<file path="src/rtl/psa_pkg.sv">
// Types and constants shared by the PSI section assembler modules.
package psa_pkg;

  localparam int unsigned POS_W = 13;
  localparam int unsigned LEN_W = 12;

  // Table ids whose section length field carries only 10 bits
  localparam logic [7:0] TID_PAT = 8'h00;
  localparam logic [7:0] TID_CAT = 8'h02;

  // Masks for the high length nibble of header byte 1
  localparam logic [7:0] LEN_HI_MASK_SHORT = 8'h03;
  localparam logic [7:0] LEN_HI_MASK_FULL  = 8'h0F;

  // Header byte positions
  localparam logic [POS_W-1:0] POS_TABLE    = 13'd0;
  localparam logic [POS_W-1:0] POS_LEN_HI   = 13'd1;
  localparam logic [POS_W-1:0] POS_LEN_LO   = 13'd2;
  localparam logic [POS_W-1:0] POS_EXT_HI   = 13'd3;
  localparam logic [POS_W-1:0] POS_EXT_LO   = 13'd4;
  localparam logic [POS_W-1:0] POS_VERSION  = 13'd5;
  localparam logic [POS_W-1:0] POS_SECT     = 13'd6;
  localparam logic [POS_W-1:0] POS_LAST     = 13'd7;
  localparam logic [POS_W-1:0] POS_PAY_LONG = 13'd8;
  localparam logic [POS_W-1:0] POS_ALL_ONES = '1;

  // Long header bytes counted by the length field (5 header + 4 CRC)
  localparam logic [LEN_W-1:0] LONG_OVERHEAD = 12'd9;

  typedef struct packed {
    logic [7:0] data_byte;
    logic       section_start;
  } psa_in_t;

  typedef struct packed {
    logic             in_payload;
    logic             section_done;
    logic             length_error;
    logic [7:0]       table_kind;
    logic             syntax_flag;
    logic [LEN_W-1:0] section_len;
    logic [15:0]      extension_id;
    logic [4:0]       version;
    logic             current_next;
    logic [7:0]       section_num;
    logic [7:0]       last_section_num;
    logic [LEN_W-1:0] payload_len;
  } psa_result_t;

endpackage

</file>
<file path="src/rtl/psi_section_assembler.sv">
// Path: an accepted byte is held in the input register, then its result is loaded
// into the result register once that register can take it.
// Throughput: one section byte per cycle while out_stall is low; the header capture
// and position compare sit between the input register and the result register.
// Reset: synchronous active-high rst empties both stages, clears all captures and
// the byte position, and leaves the block awaiting a start-flagged byte.
module psi_section_assembler #(
  parameter int unsigned LENGTH_LIMIT = 4093
) (
  input  logic        clk,
  input  logic        rst,
  input  logic        in_valid,
  output logic        in_stall,
  input  logic [7:0]  data_byte,
  input  logic        section_start,
  output logic        out_valid,
  input  logic        out_stall,
  output logic        in_payload,
  output logic        section_done,
  output logic        length_error,
  output logic [7:0]  table_kind,
  output logic        syntax_flag,
  output logic [11:0] section_len,
  output logic [15:0] extension_id,
  output logic [4:0]  version,
  output logic        current_next,
  output logic [7:0]  section_num,
  output logic [7:0]  last_section_num,
  output logic [11:0] payload_len
);
  import psa_pkg::*;

  psa_in_t     in_data;
  psa_in_t     held_data;
  logic        held_valid;
  logic        out_ready;
  logic        advance;
  psa_result_t step_result;
  psa_result_t res;

  assign in_data.data_byte     = data_byte;
  assign in_data.section_start = section_start;

  // A held byte is processed when the result register can take it
  assign advance = held_valid && out_ready;

  psa_in_stage u_in (
    .clk        (clk),
    .rst        (rst),
    .in_valid   (in_valid),
    .in_data    (in_data),
    .in_stall   (in_stall),
    .take       (advance),
    .held_valid (held_valid),
    .held_data  (held_data)
  );

  psa_parser #(
    .LENGTH_LIMIT (LENGTH_LIMIT)
  ) u_parser (
    .clk     (clk),
    .rst     (rst),
    .advance (advance),
    .item    (held_data),
    .result  (step_result)
  );

  psa_out_stage u_out (
    .clk        (clk),
    .rst        (rst),
    .load       (advance),
    .result_in  (step_result),
    .ready      (out_ready),
    .out_valid  (out_valid),
    .out_stall  (out_stall),
    .result_out (res)
  );

  assign in_payload       = res.in_payload;
  assign section_done     = res.section_done;
  assign length_error     = res.length_error;
  assign table_kind       = res.table_kind;
  assign syntax_flag      = res.syntax_flag;
  assign section_len      = res.section_len;
  assign extension_id     = res.extension_id;
  assign version          = res.version;
  assign current_next     = res.current_next;
  assign section_num      = res.section_num;
  assign last_section_num = res.last_section_num;
  assign payload_len      = res.payload_len;

endmodule

</file>
<file path="src/rtl/psa_in_stage.sv">
// Input register stage of the PSI section assembler.
module psa_in_stage (
  input  logic             clk,
  input  logic             rst,
  input  logic             in_valid,
  input  psa_pkg::psa_in_t in_data,
  output logic             in_stall,
  input  logic             take,
  output logic             held_valid,
  output psa_pkg::psa_in_t held_data
);
  import psa_pkg::*;

  logic load;

  // Stage may refill whenever it is empty or its item moves on
  assign in_stall = held_valid && !take;
  assign load     = in_valid && !in_stall;

  always_ff @(posedge clk) begin
    if (rst) begin
      held_valid <= 1'b0;
    end else if (load) begin
      held_valid <= 1'b1;
    end else if (take) begin
      held_valid <= 1'b0;
    end
  end

  // Payload needs no reset
  always_ff @(posedge clk) begin
    if (load) begin
      held_data <= in_data;
    end
  end

endmodule

</file>
<file path="src/rtl/psa_parser.sv">
// Header capture and byte position tracking for one section byte per cycle while advance is high.
module psa_parser #(
  parameter int unsigned LENGTH_LIMIT = 4093
) (
  input  logic                 clk,
  input  logic                 rst,
  input  logic                 advance,
  input  psa_pkg::psa_in_t     item,
  output psa_pkg::psa_result_t result
);
  import psa_pkg::*;

  localparam logic [LEN_W-1:0] LimitVal = LEN_W'(LENGTH_LIMIT);

  logic [POS_W-1:0] byte_position, byte_position_next;
  logic [7:0]       table_reg, table_reg_next;
  logic             syntax_reg, syntax_reg_next;
  logic [LEN_W-1:0] length_reg, length_reg_next;
  logic [15:0]      extension_reg, extension_reg_next;
  logic [4:0]       version_reg, version_reg_next;
  logic             current_next_reg, current_next_reg_next;
  logic [7:0]       section_num_reg, section_num_reg_next;
  logic [7:0]       last_section_reg, last_section_reg_next;
  logic             dropping, dropping_next;
  logic             complete, complete_next;

  logic [POS_W-1:0] pos;
  logic [POS_W:0]   pos_wide;
  logic [POS_W:0]   last_pos;
  logic [POS_W:0]   pay_end;
  logic [7:0]       hi_mask;
  logic [7:0]       b;
  logic             active;
  logic             in_pay;
  logic             done;
  logic             err;
  logic [LEN_W-1:0] payload;

  // Next state for one byte
  always_comb begin
    b        = item.data_byte;
    pos      = item.section_start ? POS_TABLE : byte_position + POS_W'(1);
    pos_wide = {1'b0, pos};
    last_pos = {2'b00, length_reg} + (POS_W+1)'(2);
    pay_end  = {2'b00, length_reg};
    hi_mask  = (table_reg == TID_PAT || table_reg == TID_CAT) ?
               LEN_HI_MASK_SHORT : LEN_HI_MASK_FULL;
    active   = item.section_start || pos == POS_TABLE || !(complete || dropping);

    byte_position_next    = byte_position;
    table_reg_next        = table_reg;
    syntax_reg_next       = syntax_reg;
    length_reg_next       = length_reg;
    extension_reg_next    = extension_reg;
    version_reg_next      = version_reg;
    current_next_reg_next = current_next_reg;
    section_num_reg_next  = section_num_reg;
    last_section_reg_next = last_section_reg;
    dropping_next         = dropping;
    complete_next         = complete;
    in_pay                = 1'b0;
    done                  = 1'b0;
    err                   = 1'b0;

    if (active) begin
      byte_position_next = pos;
      if (pos == POS_TABLE) begin
        // New section: clear captures, take the table id
        table_reg_next        = b;
        syntax_reg_next       = 1'b0;
        length_reg_next       = '0;
        extension_reg_next    = '0;
        version_reg_next      = '0;
        current_next_reg_next = 1'b0;
        section_num_reg_next  = '0;
        last_section_reg_next = '0;
        dropping_next         = 1'b0;
        complete_next         = 1'b0;
      end else if (pos == POS_LEN_HI) begin
        syntax_reg_next = b[7];
        length_reg_next = {(b[3:0] & hi_mask[3:0]), 8'h00};
      end else if (pos == POS_LEN_LO) begin
        length_reg_next = length_reg | {4'h0, b};
        if (length_reg_next > LimitVal) begin
          err           = 1'b1;
          dropping_next = 1'b1;
        end else if (length_reg_next == '0) begin
          // Empty section: next byte wraps the position to byte 0
          done               = 1'b1;
          byte_position_next = POS_ALL_ONES;
        end
      end else begin
        if (syntax_reg) begin
          if (pos == POS_EXT_HI) begin
            extension_reg_next = {b, extension_reg[7:0]};
          end else if (pos == POS_EXT_LO) begin
            extension_reg_next = {extension_reg[15:8], b};
          end else if (pos == POS_VERSION) begin
            version_reg_next      = b[5:1];
            current_next_reg_next = b[0];
          end else if (pos == POS_SECT) begin
            section_num_reg_next = b;
          end else if (pos == POS_LAST) begin
            last_section_reg_next = b;
          end
          // CRC bytes are excluded from the payload
          in_pay = (pos >= POS_PAY_LONG) && (pos_wide + (POS_W+1)'(2) <= pay_end);
        end else begin
          in_pay = pos_wide <= last_pos;
        end
        if (pos_wide == last_pos) begin
          done          = 1'b1;
          complete_next = 1'b1;
        end
      end
    end

    // Payload size, saturating for the long header
    if (syntax_reg_next) begin
      payload = (length_reg_next >= LONG_OVERHEAD) ?
                length_reg_next - LONG_OVERHEAD : '0;
    end else begin
      payload = length_reg_next;
    end
  end

  // Result for the byte in flight
  always_comb begin
    result.in_payload       = in_pay;
    result.section_done     = done;
    result.length_error     = err;
    result.table_kind       = table_reg_next;
    result.syntax_flag      = syntax_reg_next;
    result.section_len      = length_reg_next;
    result.extension_id     = extension_reg_next;
    result.version          = version_reg_next;
    result.current_next     = current_next_reg_next;
    result.section_num      = section_num_reg_next;
    result.last_section_num = last_section_reg_next;
    result.payload_len      = payload;
  end

  // Section state
  always_ff @(posedge clk) begin
    if (rst) begin
      byte_position    <= '0;
      table_reg        <= '0;
      syntax_reg       <= 1'b0;
      length_reg       <= '0;
      extension_reg    <= '0;
      version_reg      <= '0;
      current_next_reg <= 1'b0;
      section_num_reg  <= '0;
      last_section_reg <= '0;
      dropping         <= 1'b0;
      complete         <= 1'b1;
    end else if (advance) begin
      byte_position    <= byte_position_next;
      table_reg        <= table_reg_next;
      syntax_reg       <= syntax_reg_next;
      length_reg       <= length_reg_next;
      extension_reg    <= extension_reg_next;
      version_reg      <= version_reg_next;
      current_next_reg <= current_next_reg_next;
      section_num_reg  <= section_num_reg_next;
      last_section_reg <= last_section_reg_next;
      dropping         <= dropping_next;
      complete         <= complete_next;
    end
  end

endmodule

</file>
<file path="src/rtl/psa_out_stage.sv">
// Result register stage of the PSI section assembler.
module psa_out_stage (
  input  logic                 clk,
  input  logic                 rst,
  input  logic                 load,
  input  psa_pkg::psa_result_t result_in,
  output logic                 ready,
  output logic                 out_valid,
  input  logic                 out_stall,
  output psa_pkg::psa_result_t result_out
);
  import psa_pkg::*;

  // Free when empty or when the held result transfers this cycle
  assign ready = !out_valid || !out_stall;

  always_ff @(posedge clk) begin
    if (rst) begin
      out_valid <= 1'b0;
    end else if (ready) begin
      out_valid <= load;
    end
  end

  always_ff @(posedge clk) begin
    if (load && ready) begin
      result_out <= result_in;
    end
  end

endmodule

</file>
<file path="config.mk">
export PLATFORM = sky130hd
export DESIGN_NAME = psi_section_assembler
export DESIGN_NICKNAME = d
export VERILOG_FILES = /design/src/rtl/psa_pkg.sv /design/src/rtl/psi_section_assembler.sv /design/src/rtl/psa_in_stage.sv /design/src/rtl/psa_parser.sv /design/src/rtl/psa_out_stage.sv
export SDC_FILE = /design/constraint.sdc
export NUM_CORES = 1
export LEC_CHECK = 0
export ABC_AREA = 1
export BUFFER_PORTS_ARGS = -buffer_cell sky130_fd_sc_hd__buf_2
export CAP_MARGIN = 40
export CORE_ASPECT_RATIO = 1.1
export CORE_MARGIN = 2
export CORE_UTILIZATION = 54
export CTS_CLUSTER_SIZE = 16
export DETAILED_ROUTE_END_ITERATION = 16
export PLACE_DENSITY = 0.77
export SYNTH_ARGS = -nofsm -noshare
export SYNTH_HDL_FRONTEND = slang
export SYNTH_SLANG_ARGS = --single-unit
export TNS_END_PERCENT = 5
</file>
<file path="constraint.sdc">
create_clock -name clk -period 3.78 [get_ports clk]
set_input_delay 0.378 -clock clk [delete_from_list [all_inputs] [get_ports clk]]
set_output_delay 0.378 -clock clk [all_outputs]
set_load 0.005 [all_outputs]
</file>
==> results of run 1 <==
worst max-delay path, stage by stage (launching register included):
cell	delay (ns)
dfxtp_1	0.41
ha_1	0.23
xor2_1	0.16
nand2_1	0.17
inv_1	0.16
ha_1	0.20
nand3_1	0.13
nor2_1	0.19
inv_1	0.07
nor4_2	0.19
nand2_1	0.10
xor2_1	0.17
ha_1	0.30
nand2_1	0.08
o41ai_2	0.39
o2111ai_1	0.22
a21oi_1	0.16
worst paths after layout:
check                                         startpoint                                 end  slack, ns
setup / recovery  u_parser.byte_position[1]$_SDFFE_PP0P_  u_out.result_out[73]$_SDFFCE_PP0P_       0.33
hold / removal                              data_byte[5]         u_in.held_data[6]$_DFFE_PP_       0.11
setup reg to reg  u_parser.byte_position[1]$_SDFFE_PP0P_  u_out.result_out[73]$_SDFFCE_PP0P_       0.33
hold reg to reg           u_parser.complete$_SDFFE_PP1P_      u_parser.complete$_SDFFE_PP1P_       0.48
kinds of logic (layout without fill, tap and decap cells):
logic type | count (synthesis) | count (layout)
AND/OR/NAND/NOR | 387 | 387
AO/OA/AOI/OAI | 241 | 241
buffers and inverters | 222 | 313
flip-flops | 159 | 159
adder cells (fa/ha/maj) | 29 | 29
XOR/XNOR | 20 | 20
multiplexers | 1 | 1
repair_timing:
action | CTS | global route
endpoints found under the setup margin | 0 | 1
gates resized for setup | 0 | 3
hold buffers | 0 | 0
final cells by class:
| cell class | count | area (um^2) | share of cell area |
|---|---|---|---|
| flip-flops and latches | 159 | 4010 | 0.407 |
| multi-input cells | 678 | 3760 | 0.381 |
| inverters | 178 | 671 | 0.0680 |
| repair buffers | 103 | 593 | 0.0602 |
| clock buffers | 17 | 425 | 0.0431 |
| well taps | 200 | 250 | 0.0254 |
| clock inverters | 15 | 150 | 0.0152 |
per-layer routing:
| layer | share of wire | GRT usage | wire length [um] |
|---|---|---|---|
| met2 | 0.46 | 0.414 | 10100 |
| met5 | 0 | 0 | 0 |
| met1 | 0.42 | 0.334 | 9170 |
| met4 | 0.038 | 0.132 | 836 |
| met3 | 0.081 | 0.0476 | 1770 |
cell usage in the layout, fill, tap and decap left out, types with 2 or more instances in the layout:
cell / n
nand2_1: 184
a21oi_2: 2
inv_6: 2
o2111ai_1: 18
a21oi_1: 85
nor2_4: 5
a211oi_1: 2
edfxtp_1: 83
xnor2_1: 2
dfxtp_1: 76
nor4_1: 7
o21ai_0: 89
inv_2: 6
clkinv_4: 2
nand3_2: 9
nand2_4: 2
o21ai_1: 16
inv_4: 3
ha_1: 29
buf_2: 88
or2_2: 3
inv_1: 170
nand2_2: 20
nor2_1: 69
nand4_1: 12
buf_16: 2
nor3_2: 2
a221oi_1: 11
clkbuf_16: 17
nor3_1: 11
nor2_2: 6
nand3_1: 52
xor2_1: 18
o211ai_1: 11
clkinvlp_4: 3
buf_4: 13
inv_8: 4
power breakdown:
part           switching [mW]  internal, mW
clock                   0.768         0.927
sequential             0.0784          1.97
combinational           0.586         0.289
cell usage after synthesis, types with 2 or more instances:
cell       count
a21oi_1       85
nand2_2       20
inv_1        170
nand3_1       52
nor4_1         8
a211oi_1       2
ha_1          29
a221oi_1      11
nor2_1        70
inv_2          6
o21ai_1       16
nor2_4         4
or2_2          3
o2111ai_1     18
clkbuf_1      27
nand2_4        2
xnor2_1        2
nor2_2         6
dfxtp_1       76
nand3_2        9
nand2_1      184
edfxtp_1      83
a21oi_2        2
buf_2          9
nand4_1       12
o21ai_0       89
xor2_1        18
nor3_1        12
buf_1          5
o211ai_1      11
buf_4          2
per-stage QoR:
| stage | area [um^2] | hold slack (ns) | worst slack [ns] | power (mW) | std cells |
|---|---|---|---|---|---|
| 2_1_floorplan | 8610 | 0.437 | 0.208 | 2.69 | 1059 |
| 3_3_place_gp | 9210 | 0.449 | 0.259 | 2.91 | 1316 |
| 3_5_place_dp | 9270 | 0.472 | 0.218 | 2.94 | 1318 |
| 4_1_cts | 9840 | 0.100 | 0.192 | 4.62 | 1350 |
| 5_1_grt | 9860 | 0.109 | 0.0546 | 4.82 | 1350 |
| 6_report | 9860 | 0.111 | 0.330 | 4.62 | 1350 |
==> impl_metrics.toml, run 1 <==
[placement]
place.gp.congestion = 0.938
dp_hpwl_um = 15100
portBuffers = 88

[yosys]
synth-seq-cells = 159
synthMuxAreaShare = 0.00131
synth_area_um2 = 8610
synth_xor_area_frac = 0.0204
synth_nets = 1101
synth_top_area_cell = "edfxtp_1"
synth_top_flop_cell = "edfxtp_1"
syn_inst = 1059
yosysTopAreaCellShare = 0.290
synth_fa_ha_area_frac = 0.0422
synth_compound_area_frac = 0.160
yosysWarnings = 0
synth_top_family_by_area = "simple AND/OR/NAND/NOR gates"
synth_area_leaders = "edfxtp_1 29%, dfxtp_1 18%, nand2_1 8.0%"
synth_edf_count = 83
synthArstFlopShare = 0
yosys.cell_types.count = 47
yosysSeqAreaShare = 0.466
avgSynthCellArea_um2 = 8.13
synth_simple_gate_area_frac = 0.210

[drt]
remaining_drc_errors = 0
routedWlPerCell_um = 16.2
routed_wl_um = 21900
first_pass_iters = 8
num_vias = 7639
vias_per_cell = 5.66
postRouteAntennaNets = 0
drt_iter0_drc = 769

[critical_path]
cp.required_ns = 4.08
critPathLaunchType = "flip-flop"
rr_worst_depth = 16
cp.arrival_ns = 3.75
path_max_fanout = 6
critical_path_class = "flip-flop to flip-flop"
cp-end-kind = "flip-flop"

[clocking]
htree_levels = 4
numClockSinks = 159
cts_tree = "done"
clk_latency_ns = 0.44
clk_path_buf_depth = 2
clkTransAtPathRegs_ns = 0.07
cts_setup_buffers = 0
root_buffer = "clkbuf_16"
numCtsBuffers = 17

[sta]
fin_crit_ns = 3.45
tightest_slew_ns = 0.827
rsz0062_at_grt = "false"
setup_violations = 0
tns_ns = 0
period_share = 0.913
fmax_ghz = 0.290
fin_skew_ns = 0.0121
relSlewSlack = 0.448
finalHoldViolCount = 0
final_max_slew_viol_count = 0

[power_and_ir_drop]
p_leak_nw = 4.68
ir_drop_mv = 0.345
p_per_area_nw_per_um2 = 468

[floorplanning]
die_h_um = 136
fp.dieW_um = 124
pin_count = 89
coreArea_um2 = 15700
start_util = 0.549
num_rows = 48
dieArea_um2 = 17000

[grt]
grt_max_degree = 70
grt_use_total = 0.257
antenna_found_initial = 0
grt_pass1_wl_um = 34700
overflow = 0
grt_pass1_vias = 6792

[finish]
layout-drive-gt1-share = 0.172
num-nets-final = 1179
post-route-util = 0.629
fillers = 1328
area_growth_pct = 14.6
largest_register_ffs = 74
diodes = 0

[min_path]
holdPathStages = 1
hold_class = "input pin to flip-flop"

[outcome]
status = "finished clean"

[run]
maxCapViolCount = 0
Power figures use the tool's default switching activity.
==> inputs of run 2 (changes only) <==
CORE_UTILIZATION = 45   (was 54)
PLACE_DENSITY = 0.66   (was 0.77)
==> impl_metrics.toml, run 2 (synthesized netlist as in run 1, its figures left out) <==
[power_and_ir_drop]
p_per_area_nw_per_um2 = 466
ir_drop_mv = 0.336
p_leak_nw = 4.67
p_total_mw = 4.62

[critical_path]
critPathLaunchType = "flip-flop"
critical_path_class = "flip-flop to flip-flop"
reg2reg_slack_ns = 0.38
critPathSlowestCell = "edfxtp_1"
max_stage_delay_ns = 0.45
cp.arrival_ns = 3.67
cp-end-kind = "flip-flop"
cp.required_ns = 4.05
path_cells = "inv_1, buf_4, nand3_2, inv_1, nand3_1, nor2_2, nand2_1, xor2_1, ha_1, a21oi_1, nor2_1, a211oi_1, a21boi_1, o21ai_0, o41ai_1, o2111ai_1, a21oi_1"
path_max_fanout = 10

[min_path]
hold_class = "input pin to flip-flop"

[drt]
routed_wl_um = 21300
drt_iter0_drc = 645
postRouteAntennaNets = 0
vias_per_cell = 5.32
first_pass_iters = 5
num_vias = 7416
routedWlPerCell_um = 15.3
remaining_drc_errors = 0

[grt]
grt_pass1_wl_um = 33700
grt_pass1_vias = 6685
overflow = 0
grt_use_total = 0.216
grt_max_degree = 117
antenna_found_initial = 0

[clocking]
numClockSinks = 159
numCtsBuffers = 17
clkTransAtPathRegs_ns = 0.07
root_buffer = "clkbuf_16"
clk_path_buf_depth = 2
cts_setup_buffers = 0
cts_tree = "done"
htree_levels = 4
clk_latency_ns = 0.44

[sta]
whs_ns = 0.115
fmax_ghz = 0.294
tightest_slew_ns = 0.849
relSlewSlack = 0.434
period_share = 0.901
tns_ns = 0
fin_skew_ns = 0.0120
final_max_slew_viol_count = 0
finalHoldViolCount = 0
setup_violations = 0
setup_ws_ns = 0.375
fin_crit_ns = 3.40

[finish]
num-nets-final = 1177
largest_register_ffs = 74
fin_area_um2 = 9900
final_cell_mix = "183 x nand2_1, 169 x inv_1, 89 x o21ai_0, 88 x buf_2, 85 x a21oi_1"
layout-drive-gt1-share = 0.173
final_common_cell = "nand2_1"
stdcell_count = 1395
diodes = 0
area_growth_pct = 15.1
post-route-util = 0.524

[floorplanning]
dieArea_um2 = 20200
num_rows = 53
start_util = 0.455
coreArea_um2 = 18900
die_h_um = 149
fp.dieW_um = 136
pin_count = 89

[placement]
portBuffers = 88
placed_cell_area_um2 = 9280
dpl_worst_slack_ns = 0.253
place.gp.congestion = 0.958
dp.cells = 1363
dp_hpwl_um = 15000

[outcome]
status = "finished clean"

[run]
maxCapViolCount = 0
## run 2: per-layer routing
| metal | wire [um] | GRT usage | up-vias |
|---|---|---|---|
| li1 | - | - | 3703 |
| met1 | 9480 | 0.290 | 3374 |
| met2 | 9530 | 0.331 | 284 |
| met3 | 1530 | 0.0428 | 55 |
| met4 | 757 | 0.107 | 0 |
| met5 | 0 | 0 | - |
## run 2: layout make-up
type | instances | area, um^2
Fill cell | 1810 | 9000
Sequential cell | 159 | 4010
Multi-Input combinational cell | 678 | 3760
Inverter | 178 | 671
Timing Repair Buffer | 101 | 551
Clock buffer | 20 | 489
Tap cell | 247 | 309
Clock inverter | 12 | 110
## run 2: worst max-delay path, delay by kind of cell, from the launching register on
| kind | cells | cell delay [ns] |
|---|---|---|
| flops | 1 | 0.45 |
| xor+xnor | 1 | 0.15 |
| simple gates | 5 | 0.67 |
| buf+inv | 3 | 0.58 |
| compound gates | 7 | 1.08 |
| fa+ha+maj | 1 | 0.30 |
## run 2: final timing paths
| path | from | to | depth (start not counted) |
|---|---|---|---|
| worst max-delay path | u_in.held_data[0]$_DFFE_PP_ | u_out.result_out[73]$_SDFFCE_PP0P_ | 17 |
| worst min-delay path | data_byte[0] | u_in.held_data[1]$_DFFE_PP_ | 1 |
| worst max register to register | u_in.held_data[0]$_DFFE_PP_ | u_out.result_out[73]$_SDFFCE_PP0P_ | 17 |
| worst min register to register | u_parser.complete$_SDFFE_PP1P_ | u_parser.complete$_SDFFE_PP1P_ | 2 |
## run 2: power breakdown
part,switching (mW),total (mW),internal [mW]
sequential,0.0747,2.04,1.97
clock,0.751,1.71,0.963
combinational,0.577,0.861,0.284
total,1.40,4.62,3.22
## run 2: what timing repair did
action | CTS | global route
endpoints found under the hold margin | 0 | 0
hold buffers | 0 | 0
resized for setup | 0 | 7
setup endpoints to repair | 0 | 3
